$ cat config.mk
export PLATFORM = sky130hd
export DESIGN_NAME = calendar_clock_with_dst_unit
export DESIGN_NICKNAME = d
export VERILOG_FILES = /design/src/rtl/ccdst_pkg.sv /design/src/rtl/ccdst_step.sv /design/src/rtl/calendar_clock_with_dst_unit.sv
export VERILOG_INCLUDE_DIRS = /design/src /design/src/rtl
export SDC_FILE = /design/constraint.sdc
export NUM_CORES = 1
export LEC_CHECK = 0
export BUFFER_PORTS_ARGS = -buffer_cell sky130_fd_sc_hd__clkbuf_2
export CAP_MARGIN = 15
export CORE_MARGIN = 10
export CORE_UTILIZATION = 50
export CTS_BUF_LIST = sky130_fd_sc_hd__clkbuf_4 sky130_fd_sc_hd__clkbuf_8
export CTS_CLUSTER_DIAMETER = 50
export DETAILED_ROUTE_END_ITERATION = 12
export PLACE_DENSITY = 0.73
export RECOVER_POWER = 50
export SLEW_MARGIN = 20
export SYNTH_ARGS = -nofsm -noshare
export SYNTH_HDL_FRONTEND = slang
export SYNTH_SLANG_ARGS = --single-unit
export TNS_END_PERCENT = 10
$ cat constraint.sdc
create_clock -name clk -period 5.3 [get_ports clk]
set_input_delay 0 -clock clk [delete_from_list [all_inputs] [get_ports clk]]
set_output_delay 0 -clock clk [all_outputs]
set_load 0.005 [all_outputs]
$ cat src/rtl/calendar_clock_with_dst_unit_assert.svh
// Assertion macros for the calendar clock unit.
// Each macro expects clk and rst_n in the scope where it is used.
`ifndef CALENDAR_CLOCK_WITH_DST_UNIT_ASSERT_SVH
`define CALENDAR_CLOCK_WITH_DST_UNIT_ASSERT_SVH

// Check that the consequent holds in the same cycle as the antecedent
`define CCDST_ASSERT_SAME(lbl, ante, cons, msg) \
  lbl: assert property (@(posedge clk) disable iff (!rst_n) (ante) |-> (cons)) else $error(msg);

// Check that the consequent holds in the cycle after the antecedent
`define CCDST_ASSERT_NEXT(lbl, ante, cons, msg) \
  lbl: assert property (@(posedge clk) disable iff (!rst_n) (ante) |=> (cons)) else $error(msg);

`endif

$ cat src/rtl/ccdst_pkg.sv
package ccdst_pkg;

  // Item opcodes
  typedef enum logic [0:0] {
    OP_TICK = 1'b0,
    OP_LOAD = 1'b1
  } opcode_t;

  // Field limits
  localparam logic [4:0]  HOUR_MAX     = 5'd23;
  localparam logic [5:0]  MINSEC_MAX   = 6'd59;
  localparam logic [4:0]  DAY_MIN      = 5'd1;
  localparam logic [3:0]  MONTH_MIN    = 4'd1;
  localparam logic [3:0]  MONTH_MAX    = 4'd12;
  localparam logic [13:0] YEAR_MIN     = 14'd1;
  localparam logic [13:0] YEAR_MAX     = 14'd9999;
  localparam logic [2:0]  WEEKDAY_MAX  = 3'd6;

  // Month numbers, January is 1
  localparam logic [3:0]  MONTH_FEB = 4'd2;
  localparam logic [3:0]  MONTH_MAR = 4'd3;
  localparam logic [3:0]  MONTH_APR = 4'd4;
  localparam logic [3:0]  MONTH_JUN = 4'd6;
  localparam logic [3:0]  MONTH_SEP = 4'd9;
  localparam logic [3:0]  MONTH_OCT = 4'd10;
  localparam logic [3:0]  MONTH_NOV = 4'd11;
  localparam logic [3:0]  MONTH_DEC = 4'd12;

  // Daylight-saving switch points
  localparam logic [2:0]  SUNDAY         = 3'd6;
  localparam logic [4:0]  LAST_WEEK_DAY  = 5'd25;
  localparam logic [4:0]  HOUR_SPRING    = 5'd2;
  localparam logic [4:0]  HOUR_FALL      = 5'd3;

  // Reset values
  localparam logic [13:0] YEAR_RESET    = 14'd2019;
  localparam logic [2:0]  WEEKDAY_RESET = 3'd1;

  // Inverse of 25 modulo 2**14, and the largest product of a multiple of 25
  localparam logic [13:0] INV25_MOD     = 14'd7209;
  localparam logic [13:0] DIV25_LIMIT   = 14'd655;

  // Clock and calendar state, kept in display form
  typedef struct packed {
    logic [4:0]  hours;
    logic [5:0]  minutes;
    logic [5:0]  seconds;
    logic [4:0]  day;
    logic [3:0]  month;
    logic [13:0] year;
    logic [2:0]  weekday;
    logic        fb_armed;
  } clk_state_t;

  // One input word
  typedef struct packed {
    opcode_t     opcode;
    logic [4:0]  hours;
    logic [5:0]  minutes;
    logic [5:0]  seconds;
    logic [4:0]  day;
    logic [3:0]  month;
    logic [13:0] year;
    logic [2:0]  weekday;
  } item_t;

  // Saturate a loaded calendar state into range (the day only at its lower bound)
  function automatic clk_state_t sat_load(input item_t it);
    clk_state_t s;
    s.hours    = (it.hours > HOUR_MAX) ? HOUR_MAX : it.hours;
    s.minutes  = (it.minutes > MINSEC_MAX) ? MINSEC_MAX : it.minutes;
    s.seconds  = (it.seconds > MINSEC_MAX) ? MINSEC_MAX : it.seconds;
    s.day      = (it.day < DAY_MIN) ? DAY_MIN : it.day;
    s.month    = (it.month < MONTH_MIN) ? MONTH_MIN :
                 (it.month > MONTH_MAX) ? MONTH_MAX : it.month;
    s.year     = (it.year < YEAR_MIN) ? YEAR_MIN :
                 (it.year > YEAR_MAX) ? YEAR_MAX : it.year;
    s.weekday  = (it.weekday > WEEKDAY_MAX) ? WEEKDAY_MAX : it.weekday;
    s.fb_armed = 1'b1;
    return s;
  endfunction

endpackage

$ cat src/rtl/ccdst_step.sv
module ccdst_step
  import ccdst_pkg::*;
(
  input  clk_state_t cur,
  input  item_t      item,
  output clk_state_t nxt,
  output logic       new_day
);

  logic [13:0] inv_prod;
  logic        div4;
  logic        div16;
  logic        div25;
  logic        leap;
  logic [4:0]  last_day;
  clk_state_t  upd;
  logic        last_sunday;
  logic        on_hour;

  // Gregorian leap test: divisible by 100 means by 4 and 25, by 400 adds 16
  assign inv_prod = cur.year * INV25_MOD;
  assign div4     = (cur.year[1:0] == 2'd0);
  assign div16    = (cur.year[3:0] == 4'd0);
  assign div25    = (inv_prod <= DIV25_LIMIT);
  assign leap     = div4 && (!div25 || div16);

  // Pick the month length
  always_comb begin
    unique case (cur.month)
      MONTH_FEB: last_day = leap ? 5'd29 : 5'd28;
      MONTH_APR, MONTH_JUN, MONTH_SEP, MONTH_NOV: last_day = 5'd30;
      default: last_day = 5'd31;
    endcase
  end

  // Load or advance one second, then roll the date at midnight
  always_comb begin
    upd     = cur;
    new_day = 1'b0;
    if (item.opcode == OP_LOAD) begin
      upd = sat_load(item);
    end else if (cur.seconds < MINSEC_MAX) begin
      upd.seconds = cur.seconds + 6'd1;
    end else begin
      upd.seconds = '0;
      if (cur.minutes < MINSEC_MAX) begin
        upd.minutes = cur.minutes + 6'd1;
      end else begin
        upd.minutes = '0;
        if (cur.hours < HOUR_MAX) begin
          upd.hours = cur.hours + 5'd1;
        end else begin
          upd.hours    = '0;
          new_day      = 1'b1;
          upd.fb_armed = 1'b1;
          upd.weekday  = (cur.weekday >= WEEKDAY_MAX) ? 3'd0 : cur.weekday + 3'd1;
          if (cur.day >= last_day) begin
            upd.day = DAY_MIN;
            if (cur.month >= MONTH_DEC) begin
              upd.month = MONTH_MIN;
              upd.year  = (cur.year >= YEAR_MAX) ? YEAR_MIN : cur.year + 14'd1;
            end else begin
              upd.month = cur.month + 4'd1;
            end
          end else begin
            upd.day = cur.day + 5'd1;
          end
        end
      end
    end
  end

  // Apply the daylight-saving jumps on the last Sunday of March and October
  assign last_sunday = (upd.weekday == SUNDAY) && (upd.day >= LAST_WEEK_DAY);
  assign on_hour     = (upd.minutes == 6'd0) && (upd.seconds == 6'd0);

  always_comb begin
    nxt = upd;
    if (last_sunday && on_hour) begin
      if (upd.month == MONTH_MAR && upd.hours == HOUR_SPRING) begin
        nxt.hours = HOUR_FALL;
      end else if (upd.month == MONTH_OCT && upd.hours == HOUR_FALL && upd.fb_armed) begin
        nxt.hours    = HOUR_SPRING;
        nxt.fb_armed = 1'b0;
      end
    end
  end

endmodule

$ cat src/rtl/calendar_clock_with_dst_unit.sv
// Calendar clock with daylight-saving switches.
// A word is captured in the input register, stepped, and registered in the output register.
// Throughput: one word per cycle; the input register and the output register
// each hold a word, so the input stalls only while a full output is stalled.
// Reset (rst_n low, synchronous): both registers empty, time 00:00:00,
// 1 January 2019, Tuesday, fall-back guard armed.
`include "calendar_clock_with_dst_unit_assert.svh"

module calendar_clock_with_dst_unit
  import ccdst_pkg::*;
(
  input  logic        clk,
  input  logic        rst_n,
  input  logic        in_valid,
  output logic        in_stall,
  input  logic        in_opcode,
  input  logic [4:0]  in_load_hours,
  input  logic [5:0]  in_load_minutes,
  input  logic [5:0]  in_load_seconds,
  input  logic [4:0]  in_load_day,
  input  logic [3:0]  in_load_month,
  input  logic [13:0] in_load_year,
  input  logic [2:0]  in_load_weekday,
  output logic        out_valid,
  input  logic        out_stall,
  output logic [4:0]  out_hours,
  output logic [5:0]  out_minutes,
  output logic [5:0]  out_seconds,
  output logic [4:0]  out_day,
  output logic [3:0]  out_month,
  output logic [13:0] out_year,
  output logic [2:0]  out_weekday,
  output logic        out_new_day
);

  logic       in_vld_r;
  item_t      in_item_r;
  clk_state_t st_r;
  clk_state_t st_nxt;
  logic       new_day_nxt;
  logic       out_vld_r;
  clk_state_t out_st_r;
  logic       out_new_day_r;
  logic       adv;
  item_t      in_item;

  // Step the word in the input register when the output register can take it
  assign adv      = in_vld_r && (!out_vld_r || !out_stall);
  assign in_stall = in_vld_r && !adv;

  assign in_item = '{opcode:  opcode_t'(in_opcode),
                     hours:   in_load_hours,
                     minutes: in_load_minutes,
                     seconds: in_load_seconds,
                     day:     in_load_day,
                     month:   in_load_month,
                     year:    in_load_year,
                     weekday: in_load_weekday};

  // Capture the input word
  always_ff @(posedge clk) begin
    if (!rst_n) begin
      in_vld_r <= 1'b0;
    end else if (!in_stall) begin
      in_vld_r <= in_valid;
    end
  end

  always_ff @(posedge clk) begin
    if (!in_stall && in_valid) begin
      in_item_r <= in_item;
    end
  end

  ccdst_step u_step (
    .cur     (st_r),
    .item    (in_item_r),
    .nxt     (st_nxt),
    .new_day (new_day_nxt)
  );

  // Advance the clock state
  always_ff @(posedge clk) begin
    if (!rst_n) begin
      st_r <= '{hours: 5'd0, minutes: 6'd0, seconds: 6'd0, day: DAY_MIN,
                month: MONTH_MIN, year: YEAR_RESET, weekday: WEEKDAY_RESET,
                fb_armed: 1'b1};
    end else if (adv) begin
      st_r <= st_nxt;
    end
  end

  // Hold the result word until taken
  always_ff @(posedge clk) begin
    if (!rst_n) begin
      out_vld_r <= 1'b0;
    end else if (adv) begin
      out_vld_r <= 1'b1;
    end else if (!out_stall) begin
      out_vld_r <= 1'b0;
    end
  end

  always_ff @(posedge clk) begin
    if (adv) begin
      out_st_r      <= st_nxt;
      out_new_day_r <= new_day_nxt;
    end
  end

  assign out_valid   = out_vld_r;
  assign out_hours   = out_st_r.hours;
  assign out_minutes = out_st_r.minutes;
  assign out_seconds = out_st_r.seconds;
  assign out_day     = out_st_r.day;
  assign out_month   = out_st_r.month;
  assign out_year    = out_st_r.year;
  assign out_weekday = out_st_r.weekday;
  assign out_new_day = out_new_day_r;

  // Internal checks
  `CCDST_ASSERT_SAME(a_time_range, 1'b1, st_r.hours <= HOUR_MAX && st_r.minutes <= MINSEC_MAX && st_r.seconds <= MINSEC_MAX, "clock state out of range")
  `CCDST_ASSERT_SAME(a_stall_cause, in_stall, out_vld_r && out_stall, "input stalled without a stalled output")
  `CCDST_ASSERT_NEXT(a_adv_fills, adv, out_vld_r, "stepped word lost")
  `CCDST_ASSERT_SAME(a_midnight, out_vld_r && out_new_day_r, out_st_r.hours == 5'd0 && out_st_r.minutes == 6'd0 && out_st_r.seconds == 6'd0, "new day away from midnight")
  `CCDST_ASSERT_SAME(a_fall_back, $fell(st_r.fb_armed), st_r.month == MONTH_OCT && st_r.hours == HOUR_SPRING, "fall-back guard cleared outside October switch")

endmodule
==> results of run 1 <==
==> power groups by stage <==
stage | Combinational, mW | Sequential (mW) | Clock (mW)
floorplan | 0.430 | 1.24 | 0
global placement | 0.606 | 1.25 | 0
detailed placement | 0.624 | 1.25 | 0
CTS | 0.683 | 1.23 | 0.875
global route | 0.889 | 1.24 | 0.924
finish | 0.801 | 1.23 | 0.864
==> state kept, by name (all words and copies together), names as in the netlist, 4 cells and up <==
signal / flops
out_hours: 5
st_r: 44
out_month: 4
out_day: 5
out_year: 14
out_minutes: 6
out_seconds: 6
in_item_r: 44
==> worst register-to-register path, delay by kind of cell (launching register included) <==
| kind | cells | cell delay, ps |
|---|---|---|
| AOI/OAI and AO/OA | 7 | 1100 |
| and+or+nand+nor | 5 | 1010 |
| adders and majority gates | 6 | 2030 |
| buffers and inverters | 3 | 420 |
| DFF | 1 | 380 |
| xor gates and xnor gates | 2 | 230 |
==> logic make-up after synthesis <==
| kind of cell | Yosys count |
|---|---|
| AO/OA/AOI/OAI | 173 |
| XOR/XNOR | 31 |
| adder cells (fa/ha/maj) | 64 |
| buffers and inverters | 91 |
| flip-flops | 134 |
| multiplexers | 3 |
| AND/OR/NAND/NOR | 244 |
==> timing repair <==
item | in CTS | in global routing
endpoints found under the setup margin | 27 | 30
resized for setup | 19 | 63
hold buffers | 47 | 0
hold endpoints to repair | 53 | 0
pin swaps | 14 | 39
buffers inserted | 4 | 10
==> metrics by stage <==
step	TNS [ps]	setup WS [ps]	instances	power [mW]	instance area, µm²
floorplan	0	15.7	740	1.67	7490
global placement	-623	-226	1026	1.85	8370
detailed placement	-2340	-282	1026	1.87	8370
CTS	0	3.88	1109	2.78	9350
global route	-2620	-241	1119	3.05	9700
finish	0	26.8	1119	2.89	9700
==> worst max path at each step <==
| stage | start | cells past startpoint | slack [ps] | endpoint |
|---|---|---|---|---|
| 6_report | st_r[9] | 23 | 30 | st_r[13] |
| 5_1_grt | st_r[5] | 24 | -240 | st_r[0] |
| 4_1_cts | st_r[7] | 25 | 4 | out_hours[0] |
| 3_5_place_dp | st_r[8] | 24 | -280 | out_hours[0] |
| 3_3_place_gp | st_r[6] | 20 | -230 | out_hours[0] |
| 2_1_floorplan | st_r[10] | 25 | 20 | out_hours[0] |
==> cell usage in the layout, fill, tap and decap left out, types with 22 or more instances in the layout <==
master / Yosys / routed
a21oi_1: 46 / 39
buf_4: 2 / 51
clkbuf_1: 22 / 44
clkbuf_2: 0 / 49
dfxtp_1: 46 / 37
dlygate4sd3_1: 0 / 47
edfxtp_1: 88 / 88
ha_1: 52 / 36
inv_1: 55 / 49
nand2_1: 73 / 73
nand3_1: 24 / 22
nor2_1: 64 / 61
o21ai_0: 29 / 24
xnor2_1: 26 / 25
==> layer usage <==
layer,share of wire (%),vias to the layer above
li1,-,3056
met1,43,3111
met2,48,294
met3,7.0,39
met4,1.9,0
met5,0,-
==> final cells by class <==
| cell class | count | area, µm² | share of cell area [%] |
|---|---|---|---|
| clock buffers | 21 | 270 | 2.78 |
| well taps | 184 | 230 | 2.37 |
| flip-flops and latches | 134 | 3580 | 36.9 |
| inverters | 58 | 218 | 2.24 |
| clock inverters | 11 | 129 | 1.33 |
| multi-input cells | 515 | 3950 | 40.7 |
| repair buffers | 196 | 1320 | 13.6 |
==> flow_summary.yaml, run 1 <==
detailed_routing:
  via_count: 6500
  drt-wirelength-per-cell_um: 18.3
  drt-initial-drc-count: 745
  first_pass_iters: 6
  avgViaCountPerCell: 5.81
  drc_errors: 0
  ant_nets: 0
  routed_wl_um: 20500
logic_synthesis:
  synth_top_family_by_area: "simple AND/OR/NAND/NOR gates"
  synthTopCellsByCount: "88 x edfxtp_1, 73 x nand2_1, 64 x nor2_1, 55 x inv_1, 52 x ha_1"
  synth_seq_area_share_pct: 47.7
  synth_top_cell_by_area: "edfxtp_1"
  synth-seq-cells: 134
  synthAdderAreaFrac_pct: 11.8
  ys_async_sr_fraction_pct: 0
  synth_compound_area_share_pct: 15.4
  synth_flop_cell: "edfxtp_1"
  mappedNetlistArea_um2: 7470
  synth_warnings: 0
  synth_top_cells_by_area: "edfxtp_1 35%, dfxtp_1 12%, ha_1 8.7%"
  synth_xor_area_share_pct: 3.63
  yosysTopAreaCellShare_pct: 35.4
  syn_inst: 740
  synth-simple-area-share_pct: 16.2
  postSynthAreaPerCell_um2: 10.1
  syn_nets: 851
  synthMuxAreaShare_pct: 0.419
  synth_most_common_cell: "edfxtp_1"
  synth.distinct_cells: 67
  synth_edf_count: 88
worst_setup_path:
  crit_top_cell: "ha_1"
  cp_num_buf_inv: 3
  critPathArrivalTime_ps: 5620
  rrSetupSlack_ps: 30
  worstReg2RegStart: "st_r[9]"
  cp.required_ps: 5650
  slowest_delay_ps: 560
  cp_max_fo: 5
  crit_chain: "ha_1 > ha_1 > ha_1 > fa_1 > ha_4 > a21oi_4 > o21bai_4 > a21oi_2 > buf_4 > xnor2_1 > nor4_1 > a31oi_1 > ha_1 > nand2b_4 > a21oi_4 > buf_4 > buf_4 > nor4_4 > nand3_2 > nor2_2 > xnor2_1 > o22ai_1 > a211o_1"
  path_class: "reg -> reg"
  rr_endpoint: "st_r[13]"
  startpoint_type: "flop"
  crit_family: "adder cells"
  crit_slowest_cell: "fa_1"
  endpoint_kind: "flop"
  r2r_cells: 23
place:
  dp_hpwl_um: 13400
  gp_congestion: 0.927
  place.port_buffers: 93
pwr:
  powerDensity_nw_per_um2: 298
  p_leak_nw: 3.80
  pwr-share-comb_pct: 27.7
  swShare_pct: 30.1
  seq_power_share_pct: 42.5
  clock_power_share_pct: 29.9
  p_sw_mw: 0.872
  ir_worst_vdd_mv: 0.206
  internal_power_mw: 2.02
hold_path:
  hp-class: "in -> reg"
  min_path_cells: 2
  hp-start: "in_load_seconds[4]"
  min_to: "in_item_r[30]"
floorplan:
  rows: 44
  chipWidth_um: 142
  die_h_um: 142
  dieArea_um2: 20200
  ios: 94
  start_util_pct: 51.2
  core_um2: 14600
global_route:
  met1_usage_pct: 25.7
  top_usage_layer: "met2"
  antenna_found_initial: 0
  met2_usage_pct: 31.7
  grt_pass1_wl_um: 32300
  first_global_vias: 6393
  grt-ovfl-total: 0
  met3_usage_pct: 4.47
  grt_usage_pct: 19.7
  grt_max_degree: 52
cells_and_area:
  n_antenna_cell: 0
  final_util_pct: 66.5
  n_fill_cell: 1095
  nNetsFinal: 1033
  drive_above_1_share_pct: 23.0
  area_delta_synth_final_pct: 29.9
clock_network:
  path_clk_slew_ps: 80
  cts_sinks: 134
  cts_tree: "built"
  cts.root.buffer_cell: "clkbuf_8"
  cts.path.max_buffers: 2
  cts_buffers: 17
  clock_latency_ps: 450
  htreeDepth: 4
outcome:
  status: "finished, final reports clean"
sta:
  setup_viol_count_final: 0
  worst_slew_pin_slew_ps: 956
  finalHoldViolCount: 0
  layout_min_cycle_time_ps: 5270
  rsz0062_at_grt: "yes"
  fmax_mhz: 190
  drv_slew: 0
  hold_ws_ps: 256
  post-route-period-util_pct: 99.5
  clock_skew_ps: 14.7
  slew_headroom_pct: 36.2
job:
  drv_cap: 0
Power figures use the tool's default switching activity.
==> run 2, diff against run 1 <==
- CTS_BUF_LIST: sky130_fd_sc_hd__clkbuf_4 sky130_fd_sc_hd__clkbuf_8 -> not set
==> flow_summary.yaml, run 2 (same netlist as run 1, synthesis figures left out) <==
outcome:
  status: "finished, violations left"
  failed_checks: "max-capacitance violations, max-slew violations, negative setup slack"
pwr:
  powerDensity_nw_per_um2: 324
  p_sw_mw: 0.920
  clock_power_share_pct: 36.3
  seq_power_share_pct: 38.4
  swShare_pct: 28.7
  pwr-share-comb_pct: 25.3
  ir_worst_vdd_mv: 0.268
  p_leak_nw: 3.91
  internal_power_mw: 2.29
cells_and_area:
  n_fill_cell: 1066
  final_common_cell: "edfxtp_1"
  fin_area_um2: 9920
  area_delta_synth_final_pct: 32.7
  mostFrequentLayoutCells: "88 x edfxtp_1, 73 x nand2_1, 61 x nor2_1, 52 x buf_4"
  n_antenna_cell: 0
  nNetsFinal: 1036
  drive_above_1_share_pct: 22.8
detailed_routing:
  via_count: 6493
  avgViaCountPerCell: 5.79
  drt-initial-drc-count: 681
  drt-wirelength-per-cell_um: 18.5
  ant_nets: 0
  drc_errors: 0
  first_pass_iters: 6
  routed_wl_um: 20700
global_route:
  grt_max_degree: 52
  antenna_found_initial: 0
  grt_usage_pct: 19.9
  grt-ovfl-total: 0
  first_global_vias: 6465
  grt_pass1_wl_um: 32700
clock_network:
  cts_buffers: 17
  cts.path.max_buffers: 2
  htreeDepth: 4
  cts.root.buffer_cell: "clkbuf_16"
  clock_latency_ps: 420
  cts_sinks: 134
  cts_tree: "built"
  path_clk_slew_ps: 60
floorplan:
  start_util_pct: 51.2
  ios: 94
  chipWidth_um: 142
  core_um2: 14600
  dieArea_um2: 20200
  die_h_um: 142
  rows: 44
job:
  drv_cap: 1
worst_setup_path:
  rrSetupSlack_ps: -20
  critPathArrivalTime_ps: 5640
  cp_max_fo: 5
  cp.required_ps: 5620
  endpoint_kind: "flop"
  path_class: "reg -> reg"
  startpoint_type: "flop"
sta:
  rsz0062_at_grt: "yes"
  clock_skew_ps: 10.4
  layout_min_cycle_time_ps: 5320
  fin_tns_setup_ps: -18.1
  layout_setup_ws_ps: -18.1
  worst_slew_pin_slew_ps: 2560
  drv_slew: 45
  slew_headroom_pct: -70.9
  setup_viol_count_final: 1
  fmax_mhz: 188
  finalHoldViolCount: 0
  post-route-period-util_pct: 100
place:
  placed_area_um2: 8370
  place.port_buffers: 93
  gp_congestion: 0.927
  dp_hpwl_um: 13400
hold_path:
  hp-class: "in -> reg"
-- run 2: final timing paths --
path | from | endpoint | cells past startpoint
min reg2reg | st_r[28] | st_r[28] | 2
max | st_r[4] | st_r[39] | 24
min | in_load_seconds[4] | in_item_r[30] | 2
max reg2reg | st_r[4] | st_r[39] | 24
-- run 2: critical path, cell delays in order, from the launching register on --
cell	delay, ps
dfxtp_2	360
buf_8	120
inv_1	40
ha_1	300
ha_1	290
inv_1	60
fa_1	500
fa_1	550
inv_1	70
ha_4	280
inv_1	50
o21bai_1	170
a21oi_2	80
xnor2_1	170
a31oi_1	110
ha_1	300
nand2b_4	150
a21oi_4	220
o21ai_2	80
o41a_1	380
nor4b_4	300
nand4b_1	190
o22ai_2	100
buf_4	150
o41ai_4	200
-- run 2: routing by layer --
layer | up-vias | global-route usage (%) | wire length, µm | part of all wire (%)
met5 | - | 0 | 0 | 0
met3 | 22 | 4.64 | 1440 | 7.0
met4 | 0 | 6.29 | 231 | 1.1
met1 | 3125 | 25.7 | 8880 | 43
met2 | 276 | 32.1 | 10200 | 49
li1 | 3070 | - | - | -
-- run 2: timing repair --
item / in CTS / in global routing
pin swaps: 13 / 43
hold buffers: 47 / 0
cloned: 0 / 0
endpoints found under the hold margin: 47 / 0
setup buffers: 4 / 13
resized for setup: 18 / 65
setup endpoints to repair: 27 / 30
-- run 2: power by group through the flow --
stage / clock network [mW] / registers [mW] / logic, mW
after floorplan: 0 / 1.24 / 0.430
after global placement: 0 / 1.25 / 0.606
after detailed placement: 0 / 1.25 / 0.624
after CTS: 1.17 / 1.23 / 0.680
after global routing: 1.22 / 1.24 / 0.898
final: 1.17 / 1.23 / 0.812
-- run 2: stage by stage --
step	cells	utilization, %	power (mW)	hold slack [ps]	setup slack (ps)
after floorplan	740	-	1.67	98.9	15.7
after global placement	1026	57.3	1.85	176	-226
after detailed placement	1026	57.3	1.87	179	-282
after CTS	1109	65.3	3.08	272	4.00
after global routing	1122	68.0	3.36	288	-260
final	1122	68.0	3.21	285	-18.1
-- run 2: final cells by class --
class	instances	area, µm²	area share (%)
Inverter	58	218	2.19
Tap cell	184	230	2.32
Sequential cell	134	3580	36.1
Clock buffer	21	450	4.54
Clock inverter	11	129	1.30
Multi-Input combinational cell	515	3960	39.9
Timing Repair Buffer	199	1360	13.7
